`src/rtl/pcs_pkg.sv`:
```
// Shared types and constants for the PID controller step block.
package pcs_pkg;

  localparam int DATA_W    = 32;
  localparam int FRAC_W    = 16;
  localparam int GAIN_W    = 31;
  localparam int POLE_W    = 18;
  localparam int CFG_IDX_W = 3;

  // Stream payload widths, rounded up to whole bytes.
  localparam int IN_TDATA_W  = ((2 * DATA_W + 7) / 8) * 8;
  localparam int OUT_TDATA_W = ((DATA_W + 2 + 7) / 8) * 8;

  localparam logic [CFG_IDX_W-1:0] REG_KP         = CFG_IDX_W'(0);
  localparam logic [CFG_IDX_W-1:0] REG_INT_GAIN   = CFG_IDX_W'(1);
  localparam logic [CFG_IDX_W-1:0] REG_DERIV_GAIN = CFG_IDX_W'(2);
  localparam logic [CFG_IDX_W-1:0] REG_DERIV_POLE = CFG_IDX_W'(3);
  localparam logic [CFG_IDX_W-1:0] REG_OUT_MIN    = CFG_IDX_W'(4);
  localparam logic [CFG_IDX_W-1:0] REG_OUT_MAX    = CFG_IDX_W'(5);
  localparam logic [CFG_IDX_W-1:0] REG_INTEG_MIN  = CFG_IDX_W'(6);
  localparam logic [CFG_IDX_W-1:0] REG_INTEG_MAX  = CFG_IDX_W'(7);

  typedef logic signed [DATA_W-1:0] data_t;

  localparam data_t DATA_MAX = {1'b0, {(DATA_W-1){1'b1}}};
  localparam data_t DATA_MIN = {1'b1, {(DATA_W-1){1'b0}}};

  typedef struct packed {
    logic [GAIN_W-1:0]        kp;
    logic [GAIN_W-1:0]        int_gain;
    logic [GAIN_W-1:0]        deriv_gain;
    logic signed [POLE_W-1:0] deriv_pole;
    data_t                    out_min;
    data_t                    out_max;
    data_t                    integ_min;
    data_t                    integ_max;
  } cfg_t;

  typedef struct packed {
    data_t integ_acc;
    data_t last_error;
    data_t deriv_acc;
    data_t last_measured;
  } state_t;

  typedef struct packed {
    data_t drive;
    logic  drive_clamped;
    logic  integ_clamped;
  } result_t;

endpackage

```
`src/rtl/pcs_cfg_regs.sv`:
```
// Configuration register file for the PID controller step block.
module pcs_cfg_regs
  import pcs_pkg::*;
(
  input  logic                 clk,
  input  logic                 rst_n,
  input  logic                 cfg_we,
  input  logic [CFG_IDX_W-1:0] cfg_index,
  input  logic [DATA_W-1:0]    cfg_wdata,
  output cfg_t                 cfg
);

  cfg_t cfg_r;

  always_ff @(posedge clk) begin
    if (!rst_n) begin
      cfg_r.kp         <= '0;
      cfg_r.int_gain   <= '0;
      cfg_r.deriv_gain <= '0;
      cfg_r.deriv_pole <= '0;
      cfg_r.out_min    <= DATA_MIN;
      cfg_r.out_max    <= DATA_MAX;
      cfg_r.integ_min  <= DATA_MIN;
      cfg_r.integ_max  <= DATA_MAX;
    end else if (cfg_we) begin
      case (cfg_index)
        REG_KP:         cfg_r.kp         <= cfg_wdata[GAIN_W-1:0];
        REG_INT_GAIN:   cfg_r.int_gain   <= cfg_wdata[GAIN_W-1:0];
        REG_DERIV_GAIN: cfg_r.deriv_gain <= cfg_wdata[GAIN_W-1:0];
        REG_DERIV_POLE: cfg_r.deriv_pole <= cfg_wdata[POLE_W-1:0];
        REG_OUT_MIN:    cfg_r.out_min    <= cfg_wdata;
        REG_OUT_MAX:    cfg_r.out_max    <= cfg_wdata;
        REG_INTEG_MIN:  cfg_r.integ_min  <= cfg_wdata;
        REG_INTEG_MAX:  cfg_r.integ_max  <= cfg_wdata;
        default: ;
      endcase
    end
  end

  assign cfg = cfg_r;

endmodule

```
`config.mk`:
```
export PLATFORM = sky130hd
export DESIGN_NAME = pcs_cfg_regs
export DESIGN_NICKNAME = d
export VERILOG_FILES = /design/src/rtl/pcs_pkg.sv /design/src/rtl/pcs_cfg_regs.sv
export SDC_FILE = /design/constraint.sdc
export NUM_CORES = 1
export LEC_CHECK = 0
export ABC_AREA = 1
export BUFFER_PORTS_ARGS = -buffer_cell sky130_fd_sc_hd__buf_2
export CAP_MARGIN = 15
export CELL_PAD_IN_SITES_DETAIL_PLACEMENT = 1
export CELL_PAD_IN_SITES_GLOBAL_PLACEMENT = 1
export CORE_MARGIN = 2
export CORE_UTILIZATION = 35
export CTS_CLUSTER_DIAMETER = 40
export DETAILED_ROUTE_END_ITERATION = 8
export PLACE_DENSITY = 0.78
export SYNTH_ARGS = -nofsm -noshare
export SYNTH_HDL_FRONTEND = slang
export SYNTH_SLANG_ARGS = --single-unit
```
`constraint.sdc`:
```
create_clock -name clk -period 1.5 [get_ports clk]
set_input_delay 0.3 -clock clk [delete_from_list [all_inputs] [get_ports clk]]
set_output_delay 0.3 -clock clk [all_outputs]
set_load 0.05 [all_outputs]
```
==> impl_summary.txt <==
----------------------------------------------------
[Die]
  Initial standard-cell utilization of the core ... 0.357
  FP Rows ... 58
  Core area ... 0.0252 mm²
  Number of top-level design ports ... 277
  Die W ... 164 µm
  Vertical extent of the die ... 164 µm
  DIE AREA ... 0.0270 mm²

[Placed design]
  Setup WS pre-CTS ... 0.0312 ns
  Buffers added on ports ... 276
  Placer congestion estimate ... 0.794
  HPWL after detailed placement ... 23,500 µm

[Clock tree]
  Clock Pin Slew Worst Setup and Hold Paths ... 0.06 ns
  Post-CTS setup repair buffer count ... 0
  Later-pin clock latency in the skew report ... 0.50 ns
  Number of buffers added by the clock tree synthesis step ... 38
  Clock tree from TritonCTS ... built
  Clock sink count ... 239
  H-tree depth reported by CTS ... 2
  Buffer type at the clock tree root ... clkbuf_16
  Bufs on Longest Clock Path ... 3

[Worst setup path]
  Worst Path Buf+Inv ... 1
  Launching element of the worst setup path ... cfg[146]
  Endpoint of the worst setup timing path ... cfg[146]
  Top Family by Delay on Critical Path ... flip-flops
  Critical path data required time ... 1.20 ns
  R2R setup slack ... 0.85 ns
  CP Cell Sequence ... buf_2
  Slowest cell on the critical path ... dfxtp_1
  Critical Setup Path Class ... flop to output pin
  Worst r2r path cells ... 2
  Worst reg2reg startpoint ... cfg[198]
  CP Launch Type ... flop
  Arrival time reported for the critical path endpoint ... 1.17 ns
  Logic depth of the worst setup path including buffers ... 1
  Maximum fanout along the worst path ... 2
  Crit path largest cell delay ... 0.38 ns
  Endpoint class of the critical path ... output pin
  Endpoint of the most critical register-to-register path ... cfg[198]

[STA]
  Clock Skews ... 0 ns
  Final hold vios ... 0
  Crit path setup slack, layout ... 0.0321 ns
  Count of endpoints failing setup in the final report ... 0
  Total negative slack for setup checks ... 0 ns
  Achievable Freq ... 0.681 GHz
  Slew at the pin closest to its max-slew limit ... 0.445 ns
  Part of the cycle the worst path needs ... 0.979
  Final Max Slew Viols ... 0
  Slew Limit Headroom ... 0.703
  Setup repair after global routing missed its margin ... no
  Clock period minus worst slack ... 1.47 ns

[Detailed routing]
  Routed via count divided by cell count ... 4.95
  Wirelength per Cell ... 18.3 µm
  Starting DRT DRC Count ... 542
  Antenna Nets Post-Route ... 0
  DR vias ... 9,399
  DR DRC count ... 0
  Detailed-route wire length ... 34,700 µm
  Number of iterations in the first detailed-routing pass ... 4

[Synth]
  Count of warnings emitted by yosys ... 0
  Post-synthesis share of cell area spent on and, or, nand and nor gates ... 0.412
  Sequential cell area fraction in the yosys report ... 0.532
  Compound-cell area share of the yosys netlist ... 0.00111
  Xor/xnor cell area share of the yosys netlist ... 0
  Gate count of the mapped netlist ... 1,278
  Post-Synth Adder-Cell Area ... 0
  Mean cell area of the mapped netlist ... 7.04 µm²
  Share of synthesized area spent on multiplexers ... 0
  Count of state elements after synthesis ... 239
  Synthesized Nets ... 1,316
  Cell area after synthesis ... 0.00900 mm²
  Main combinational cell family by area after synthesis ... simple AND/OR/NAND/NOR gates
  Count of cell types in the netlist ... 12

[Global route]
  Remaining global-route overflow ... 0
  Overall fraction of global-route tracks in use ... 0.254
  Met2 track demand over resource in global routing ... 0.428
  Initial antenna violation count ... 2
  Number of global-route vias before repair ... 9,480
  Most used routing layer in global routing ... met2
  M3 GR Usage ... 0.0697
  Wire length of the first global-routing pass ... 52,900 µm
  Largest net degree at the start of global routing ... 63
  Met1 demand-to-capacity share in global routing ... 0.316

[Min path]
  Worst min path class ... primary input to flop

[Final layout]
  Layout fillers ... 3,207
  Final layout net count ... 1,576
  Area added between synthesis and finish ... 36.8%
  Number of flip-flops in the largest register ... 239
  Most used cells in the layout excluding fill and tap cells ... nor2_1, nand2_1, buf_2
  Share of cells above drive strength 1 ... 0.245
  Most common cell after layout, fill and taps aside ... nor2_1

[Flow run]
  Reported max-cap violation count ... 0

[Outcome]
  Status ... finished clean

[Power]
  Maximum vdd drop ... 0.814 mV
  P_leak ... 5.98 nW
  P per Cell Area ... 1440 mW/mm²

----------------------------------------------------
==> cells by family (layout without fill, tap and decap cells) <==
family / after synthesis / in the layout
AO/OA/AOI/OAI: 2 / 2
buffers and inverters: 128 / 415
AND/OR/NAND/NOR: 909 / 909
flip-flops: 239 / 239
other: 0 / 2
==> final cells by class <==
| type | count | area [µm²] | area share |
|---|---|---|---|
| Sequential cell | 239 | 4780 | 0.389 |
| Multi-Input combinational cell | 911 | 3770 | 0.307 |
| Timing Repair Buffer | 309 | 1900 | 0.154 |
| Clock buffer | 50 | 1100 | 0.0893 |
| Tap cell | 330 | 413 | 0.0335 |
| Clock inverter | 17 | 190 | 0.0154 |
| Inverter | 39 | 146 | 0.0119 |
| Antenna cell | 2 | 5.00 | 0.000406 |
==> cells in the mapped netlist <==
master	instances	area [µm²]
buf_2	11	55.1
clkbuf_1	65	244
dfxtp_1	239	4780
inv_2	1	3.75
inv_1	37	139
nor2_1	361	1360
nand3_1	238	1190
buf_1	13	48.8
nand2_1	309	1160
clkinv_1	1	3.75
nor2_2	1	6.26
o21ai_0	2	10.0
==> through the flow <==
stage / instances / total power [W] / utilization / hold WS [ns] / area, µm²
finish: 1897 / 0.0177 / 0.489 / 0.0369 / 12300
global route: 1895 / 0.0183 / 0.489 / 0.0506 / 12300
CTS: 1895 / 0.0178 / 0.489 / 0.0218 / 12300
detailed placement: 1828 / 0.00905 / 0.437 / 0.441 / 11000
global placement: 1828 / 0.00901 / 0.437 / 0.434 / 11000
floorplan: 1278 / 0.00831 / - / 0.426 / 9000
==> worst min-delay path by stage <==
stage | startpoint | endpoint | slack, ns | cells past startpoint
CTS | cfg_wdata[10] | cfg[74] | 0.02 | 3
detailed placement | cfg[75] | cfg[75] | 0.44 | 2
finish | cfg_wdata[10] | cfg[74] | 0.04 | 3
floorplan | cfg_wdata[0] | cfg[0] | 0.43 | 2
global placement | cfg[19] | cfg[19] | 0.43 | 2
global route | cfg_wdata[1] | cfg[65] | 0.05 | 3
==> report_power, final <==
| part | switching, W | internal, W |
|---|---|---|
| registers | 0.000134 | 0.00658 |
| clock network | 0.00310 | 0.00568 |
| logic | 0.00169 | 0.000521 |
| total | 0.00492 | 0.0128 |
==> timing repair <==
action                     in CTS  in global routing
hold buffers                    0                  0
resized for setup               0                  1
setup endpoints to repair       0                  1
==> layer usage <==
metal | wire [µm] | part of all wire | vias to the layer above
met5 | 0 | 0 | -
li1 | - | - | 4525
met3 | 2760 | 0.080 | 63
met4 | 1000 | 0.029 | 0
met2 | 16600 | 0.48 | 289
met1 | 14300 | 0.41 | 4522
No activity file was read; power rests on OpenSTA's default activity.
